$ cat config.mk
export PLATFORM = sky130hd
export DESIGN_NAME = branch_target_buffer_one_bit
export DESIGN_NICKNAME = d
export VERILOG_FILES = /design/src/rtl/core/btb1_pkg.sv /design/src/rtl/core/branch_target_buffer_one_bit.sv
export SDC_FILE = /design/constraint.sdc
export NUM_CORES = 2
export LEC_CHECK = 0
export ABC_CLOCK_PERIOD_IN_PS = 17200
export BUFFER_PORTS_ARGS = -buffer_cell sky130_fd_sc_hd__buf_2
export CAP_MARGIN = 30
export CORE_MARGIN = 2
export CORE_UTILIZATION = 50
export DETAILED_ROUTE_END_ITERATION = 10
export PLACE_DENSITY = 0.69
export SYNTH_ARGS = -nofsm -noshare
export SYNTH_HDL_FRONTEND = slang
export SYNTH_SLANG_ARGS = --single-unit
$ cat constraint.sdc
create_clock -name i_clk -period 17.2 [get_ports i_clk]
set_input_delay 4.3 -clock i_clk [delete_from_list [all_inputs] [get_ports i_clk]]
set_output_delay 4.3 -clock i_clk [all_outputs]
set_load 0.05 [all_outputs]
$ cat src/rtl/core/btb1_pkg.sv
// Shared constants and types for the one-bit branch target buffer.
// No dependencies; used by branch_target_buffer_one_bit.
`default_nettype none

package btb1_pkg;

    // Statistics counters
    localparam int unsigned COUNT_W = 32;
    typedef logic [COUNT_W-1:0] t_count;
    localparam t_count COUNT_MAX = '1;

    // Taken-distance register
    localparam int unsigned DIST_W = 16;
    typedef logic [DIST_W-1:0] t_dist;
    localparam t_dist DIST_RESET = 16'd15;

endpackage

`default_nettype wire

$ cat src/rtl/core/branch_target_buffer_one_bit.sv
// One-bit branch target buffer: associative lookup, prediction update and counters.
// Depends on btb1_pkg (counter and distance types, reset constants).
//
// Each transaction carries an executed address and its successor. A branch counts
// as taken when the successor is lower, or higher by more than taken_distance.
// The block takes one transaction per clock while the result side is not stalled;
// a result-side stall holds the input off in the same cycle. An accepted transaction
// passes the input register, then the result register, where its result is valid.
// The lookup, the entry update and the counter update of one transaction all happen
// together as it moves from the input register into the result register, against
// the ENTRIES-deep associative table, so the next transaction always sees the table
// as the previous one left it. Empty entries never match; new entries go round-robin,
// the first after reset into entry 1. Counters stop at their maximum value.
`default_nettype none

module branch_target_buffer_one_bit #(
    parameter int unsigned ENTRIES    = 32,
    parameter int unsigned ADDR_WIDTH = 32
) (
    input  wire                           i_clk,
    input  wire                           i_rst_n,
    // configuration
    input  wire                           i_cfg_we,
    input  wire  [btb1_pkg::DIST_W-1:0]   i_cfg_wdata,
    // input channel
    input  wire                           i_in_valid,
    output logic                          o_in_stall,
    input  wire  [ADDR_WIDTH-1:0]         i_pc,
    input  wire  [ADDR_WIDTH-1:0]         i_next_pc,
    // result channel
    output logic                          o_out_valid,
    input  wire                           i_out_stall,
    output logic                          o_table_hit,
    output logic                          o_predicted_taken,
    output logic                          o_actual_taken,
    output logic                          o_prediction_right,
    output logic                          o_entry_inserted,
    output logic [btb1_pkg::COUNT_W-1:0]  o_right_count,
    output logic [btb1_pkg::COUNT_W-1:0]  o_wrong_count,
    output logic [btb1_pkg::COUNT_W-1:0]  o_miss_count
);

    localparam int unsigned PTR_W = (ENTRIES > 1) ? $clog2(ENTRIES) : 1;
    localparam int unsigned CMP_W = (ADDR_WIDTH > btb1_pkg::DIST_W) ?
                                    ADDR_WIDTH : btb1_pkg::DIST_W;
    localparam logic [PTR_W-1:0] LAST_SLOT = PTR_W'(ENTRIES - 1);

    // Configuration register
    btb1_pkg::t_dist r_taken_distance;

    // Input register
    logic                  r_in_valid;
    logic [ADDR_WIDTH-1:0] r_pc;
    logic [ADDR_WIDTH-1:0] r_next_pc;

    // Table
    logic [ADDR_WIDTH-1:0] r_entry_addr [ENTRIES];
    logic [ENTRIES-1:0]    r_entry_valid;
    logic [ENTRIES-1:0]    r_entry_pred;
    logic [PTR_W-1:0]      r_fill_ptr;

    // Counters
    btb1_pkg::t_count r_right_total;
    btb1_pkg::t_count r_wrong_total;
    btb1_pkg::t_count r_miss_total;

    // Result register
    logic r_out_valid;
    logic r_table_hit;
    logic r_pred_taken;
    logic r_actual_taken;
    logic r_pred_right;
    logic r_inserted;

    // Combinational
    logic                  s_out_free;
    logic                  s_proc;
    logic [ADDR_WIDTH:0]   s_diff;
    logic                  s_taken;
    logic [ENTRIES-1:0]    s_match;
    logic                  s_hit;
    logic [PTR_W-1:0]      s_slot;
    logic                  s_pred;
    logic                  s_right;
    logic                  s_insert;
    logic [PTR_W-1:0]      n_fill_ptr;

    // Handshake: the result register frees up when empty or taken this cycle
    assign s_out_free = !r_out_valid || !i_out_stall;
    assign s_proc     = r_in_valid && s_out_free;
    assign o_in_stall = r_in_valid && !s_out_free;

    // Outcome: borrow means backward step, else compare the forward distance
    assign s_diff  = {1'b0, r_next_pc} - {1'b0, r_pc};
    assign s_taken = s_diff[ADDR_WIDTH] ||
                     (CMP_W'(s_diff[ADDR_WIDTH-1:0]) > CMP_W'(r_taken_distance));

    // Associative match, one comparator per entry
    always_comb begin
        for (int i = 0; i < ENTRIES; i++) begin
            s_match[i] = r_entry_valid[i] && (r_entry_addr[i] == r_pc);
        end
    end

    // Lowest matching entry wins
    always_comb begin
        s_slot = '0;
        for (int i = ENTRIES - 1; i >= 0; i--) begin
            if (s_match[i]) begin
                s_slot = PTR_W'(i);
            end
        end
    end

    assign s_hit      = |s_match;
    assign s_pred     = s_hit && r_entry_pred[s_slot];
    assign s_right    = s_hit && (s_pred == s_taken);
    assign s_insert   = !s_hit && s_taken;
    assign n_fill_ptr = (r_fill_ptr >= LAST_SLOT) ? '0 : r_fill_ptr + PTR_W'(1);

    // Configuration
    always_ff @(posedge i_clk) begin
        if (!i_rst_n) begin
            r_taken_distance <= btb1_pkg::DIST_RESET;
        end else if (i_cfg_we) begin
            r_taken_distance <= i_cfg_wdata;
        end
    end

    // Input register
    always_ff @(posedge i_clk) begin
        if (!i_rst_n) begin
            r_in_valid <= 1'b0;
        end else if (!r_in_valid || s_out_free) begin
            r_in_valid <= i_in_valid;
        end
    end

    always_ff @(posedge i_clk) begin
        if (i_in_valid && !o_in_stall) begin
            r_pc      <= i_pc;
            r_next_pc <= i_next_pc;
        end
    end

    // Table control state: valid, prediction bits, fill pointer
    // On a hit the new prediction bit is always the outcome (flip on wrong, set on taken)
    always_ff @(posedge i_clk) begin
        if (!i_rst_n) begin
            r_entry_valid <= '0;
            r_entry_pred  <= '0;
            r_fill_ptr    <= '0;
        end else if (s_proc) begin
            if (s_hit) begin
                r_entry_pred[s_slot] <= s_taken;
            end else if (s_insert) begin
                r_entry_valid[n_fill_ptr] <= 1'b1;
                r_entry_pred[n_fill_ptr]  <= 1'b1;
                r_fill_ptr                <= n_fill_ptr;
            end
        end
    end

    // Entry addresses, no reset: guarded by the valid bits
    always_ff @(posedge i_clk) begin
        if (s_proc && s_insert) begin
            r_entry_addr[n_fill_ptr] <= r_pc;
        end
    end

    // Saturating statistics
    always_ff @(posedge i_clk) begin
        if (!i_rst_n) begin
            r_right_total <= '0;
            r_wrong_total <= '0;
            r_miss_total  <= '0;
        end else if (s_proc) begin
            if (s_right && (r_right_total != btb1_pkg::COUNT_MAX)) begin
                r_right_total <= r_right_total + btb1_pkg::COUNT_W'(1);
            end
            if (s_hit && !s_right && (r_wrong_total != btb1_pkg::COUNT_MAX)) begin
                r_wrong_total <= r_wrong_total + btb1_pkg::COUNT_W'(1);
            end
            if (s_insert && (r_miss_total != btb1_pkg::COUNT_MAX)) begin
                r_miss_total <= r_miss_total + btb1_pkg::COUNT_W'(1);
            end
        end
    end

    // Result register
    always_ff @(posedge i_clk) begin
        if (!i_rst_n) begin
            r_out_valid <= 1'b0;
        end else if (s_out_free) begin
            r_out_valid <= r_in_valid;
        end
    end

    always_ff @(posedge i_clk) begin
        if (s_proc) begin
            r_table_hit    <= s_hit;
            r_pred_taken   <= s_pred;
            r_actual_taken <= s_taken;
            r_pred_right   <= s_right;
            r_inserted     <= s_insert;
        end
    end

    // Counters change only with a new result, so they drive the ports directly
    assign o_out_valid        = r_out_valid;
    assign o_table_hit        = r_table_hit;
    assign o_predicted_taken  = r_pred_taken;
    assign o_actual_taken     = r_actual_taken;
    assign o_prediction_right = r_pred_right;
    assign o_entry_inserted   = r_inserted;
    assign o_right_count      = r_right_total;
    assign o_wrong_count      = r_wrong_total;
    assign o_miss_count       = r_miss_total;

    // Checks
    a_hit_or_insert: assert property (@(posedge i_clk) disable iff (!i_rst_n)
        s_proc |-> !(s_hit && s_insert))
        else $error("hit and insertion in one transaction");

    a_right_needs_hit: assert property (@(posedge i_clk) disable iff (!i_rst_n)
        o_out_valid && o_prediction_right |-> o_table_hit &&
                                              (o_predicted_taken == o_actual_taken))
        else $error("right prediction without a matching hit");

    a_ptr_moves: assert property (@(posedge i_clk) disable iff (!i_rst_n)
        s_proc && s_insert |=> r_fill_ptr != $past(r_fill_ptr))
        else $error("fill pointer did not advance on insertion");

    a_idle_stats: assert property (@(posedge i_clk) disable iff (!i_rst_n)
        !s_proc |=> $stable(r_right_total) && $stable(r_wrong_total) &&
                    $stable(r_miss_total) && $stable(r_fill_ptr))
        else $error("statistics changed without a transaction");

endmodule

`default_nettype wire
==> results.sh <==
export IMPL_rows=127
export IMPL_hold_violations=0
export IMPL_cp_max_fo=3
export IMPL_yosys_warnings=0
export IMPL_synthFlopType="edfxtp_1"
export IMPL_antenna_found_initial=2
export IMPL_gp_congestion=0.9625
export IMPL_worstMarginPinSlew_ps=1061
export IMPL_p_leak_nw=23.13
export IMPL_dpl_hpwl_um=94920
export IMPL_cts_buffers=135
export IMPL_postRouteAntennaNets=0
export IMPL_crit_type="in2out"
export IMPL_end_kind="primary output"
export IMPL_fin_skew_ps=32.55
export IMPL_finalCritPeriodShare_pct=53.68
export IMPL_synth_seq_area_share_pct=60.34
export IMPL_crit_chain="buf_2 -> and3_1 -> buf_2"
export IMPL_syn_to_final_growth_pct=12.03
export IMPL_nFillCells=9692
export IMPL_drt_iter0_markers=3949
export IMPL_slew_violations=0
export IMPL_wl_per_cell_um=24.09
export IMPL_start_util_pct=50.40
export IMPL_cts_resized=0
export IMPL_syn_cell_area_mm2=0.06047
export IMPL_cts_tree="built"
export IMPL_grt_pass1_wl_um=239100
export IMPL_clkLatencyLatePin_ps=760
export IMPL_outcome="complete, no violations"
export IMPL_cpMaxStageDelayCell="buf_2"
export IMPL_worstPathArrival_ps=4930
export IMPL_critPathLaunchType="input pin"
export IMPL_cp_common_cell="buf_2"
export IMPL_grt_met3_usage_pct=3.449
export IMPL_setup_viol=0
export IMPL_overflow=0
export IMPL_netlist_area_leader_share_pct=54.28
export IMPL_slowest_delay_ps=290
export IMPL_p_per_area_mw_per_mm2=99.67
export IMPL_yosys_top_cells_area="edfxtp_1 (54%), xor2_1 (11%), dfxtp_1 (6.1%)"
export IMPL_hold_ws_ps=481.9
export IMPL_synth_edf_count=1093
export IMPL_ios=188
export IMPL_grt_max_degree=115
export IMPL_port_buffers=187
export IMPL_syn_inst=4778
export IMPL_post_cts_buffers=0
export IMPL_coreArea_mm2=0.1200
export IMPL_grt_busiest_layer="met2"
export IMPL_yosysTopAreaCell="edfxtp_1"
export IMPL_crit_buf_inv=2
export IMPL_synth_seq_cells=1276
export IMPL_use_met1_pct=36.62
export IMPL_required_ps=12900
export IMPL_first_pass_iters=6
export IMPL_synth_nets=4919
export IMPL_grt_pass1_vias=38200
export IMPL_slew_headroom_pct=28.58
export IMPL_synth_avg_cell_area_um2=12.66
export IMPL_final_setup_tns_ps=0
export IMPL_die_y_um=351.8
export IMPL_vias=39950
export IMPL_fp_dieW_um=351.8
export IMPL_synthArstFlopShare_pct=0
export IMPL_path_clk_slew_ps=60
export IMPL_final_nets=5132
export IMPL_drive_gt1_share_pct=10.48
export IMPL_h_tree_depth=4
export IMPL_vdd_drop_max_uv=82.24
export IMPL_drv_cap=0
export IMPL_postCtsHoldBufs=0
export IMPL_dieArea_mm2=0.1237
export IMPL_drt_vias_per_instance=5.948
export IMPL_ys_types=82
export IMPL_rsz0062_at_grt="false"
export IMPL_cts_root_buffer="clkbuf_16"
export IMPL_wl_um=161800
export IMPL_met2_usage_pct=41.30
export IMPL_crit_family="buffers and inverters"
export IMPL_fin_crit_ps=9232
export IMPL_fmaxAchievable_mhz=108.3
export IMPL_cts_max_path_buffers=3
export IMPL_post_route_drc_count=0
export IMPL_track_usage_pct=25.74
export IMPL_hp_class="reg2reg"
export IMPL_clkSinkCount=1276
-- through the flow --
stage	instance area [um2]	setup slack, ps	util, %	power [W]	instances
2_1_floorplan	60470	8119	-	0.003765	4778
3_3_place_gp	63290	7958	52.76	0.003914	6461
3_5_place_dp	63350	7963	52.80	0.003922	6465
4_1_cts	67740	7962	56.46	0.006792	6714
5_1_grt	67750	7933	56.47	0.006950	6716
6_report	67750	7968	56.47	0.006752	6716
-- worst paths after layout --
| check | start | endpoint | slack (ps) | cells past startpoint |
|---|---|---|---|---|
| worst max register to register | r_pc[13]$_DFFE_PP_ | o_right_count[10]$_SDFFE_PN0P_ | 9610 | 20 |
| worst max-delay path | i_out_stall | o_in_stall | 7970 | 3 |
| worst min register to register | r_entry_valid[11]$_SDFFE_PN0P_ | r_entry_valid[11]$_SDFFE_PN0P_ | 480 | 1 |
| worst min-delay path | r_entry_valid[11]$_SDFFE_PN0P_ | r_entry_valid[11]$_SDFFE_PN0P_ | 480 | 1 |
-- layout by cell type (no fill, tap or decap), types with 116 or more instances in the layout --
master     count
xor2_1       764
buf_2        187
a21oi_1      123
nand4_1      201
clkbuf_16    140
edfxtp_1    1093
nor4_1       336
nand2_1      256
dfxtp_1      183
xnor2_1      320
nand3_1      121
nor2_1       116
-- metal layers --
metal / vias to the layer above / wire (um)
li1: 18220 / -
met1: 19890 / 71720
met2: 1562 / 74920
met3: 274 / 10930
met4: 0 / 4210
met5: - / 0
-- sequential cells by signal, indices dropped and copies added, names as in the netlist, 16 cells and up --
register / count
r_entry_valid: 32
o_wrong_count: 32
r_next_pc: 32
r_pc: 32
r_taken_distance: 16
o_right_count: 32
r_entry_addr: 1024
o_miss_count: 32
r_entry_pred: 32
-- area by class of cell --
cell class | count | area [um2] | share of cell area [%]
timing repair buffer | 274 | 1833 | 2.706
multi-input combinational | 3208 | 22660 | 33.45
inverter | 96 | 360.3 | 0.5319
clock buffer | 188 | 3784 | 5.585
tap | 1612 | 2017 | 2.977
clock inverter | 61 | 601.8 | 0.8884
antenna | 1 | 2.502 | 0.003694
sequential | 1276 | 36490 | 53.86
-- cell families (layout without fill, tap and decap cells) --
logic type	after synthesis	in the layout	share of synthesized area, %
adder cells (fa/ha/maj)	56	56	1.171
flip-flops	1276	1276	60.34
AO/OA/AOI/OAI	424	424	4.498
multiplexers	55	55	0.9270
other	0	1	0
XOR/XNOR	1085	1085	15.72
buffers and inverters	294	619	2.444
AND/OR/NAND/NOR	1588	1588	14.91
-- cell usage after synthesis (all sizes together), types with 9 or more instances --
cell	count
nand2	256
nand3b	25
mux2i	50
a31oi	14
nand2b	37
a21boi	16
nor2	149
xor2	764
nand3	122
nand4b	34
o21ai	105
nor2b	54
nor3	103
or3	29
ha	55
and2	78
inv	95
or4	28
buf	139
and3	50
nor4	337
edfxtp	1093
or2	9
nand4	201
o21a	41
and4	9
a21o	15
nor3b	9
o211ai	18
nor4b	31
dfxtp	183
xnor2	321
or4b	10
clkbuf	59
a21oi	123
-- power breakdown --
part / switching, W / total (W) / internal [W]
clock network: 0.00121 / 0.00289 / 0.00168
logic: 0.000326 / 0.000470 / 0.000144
registers: 0.0000125 / 0.00339 / 0.00338
Note: power is estimated with default switching activity, not from simulation.
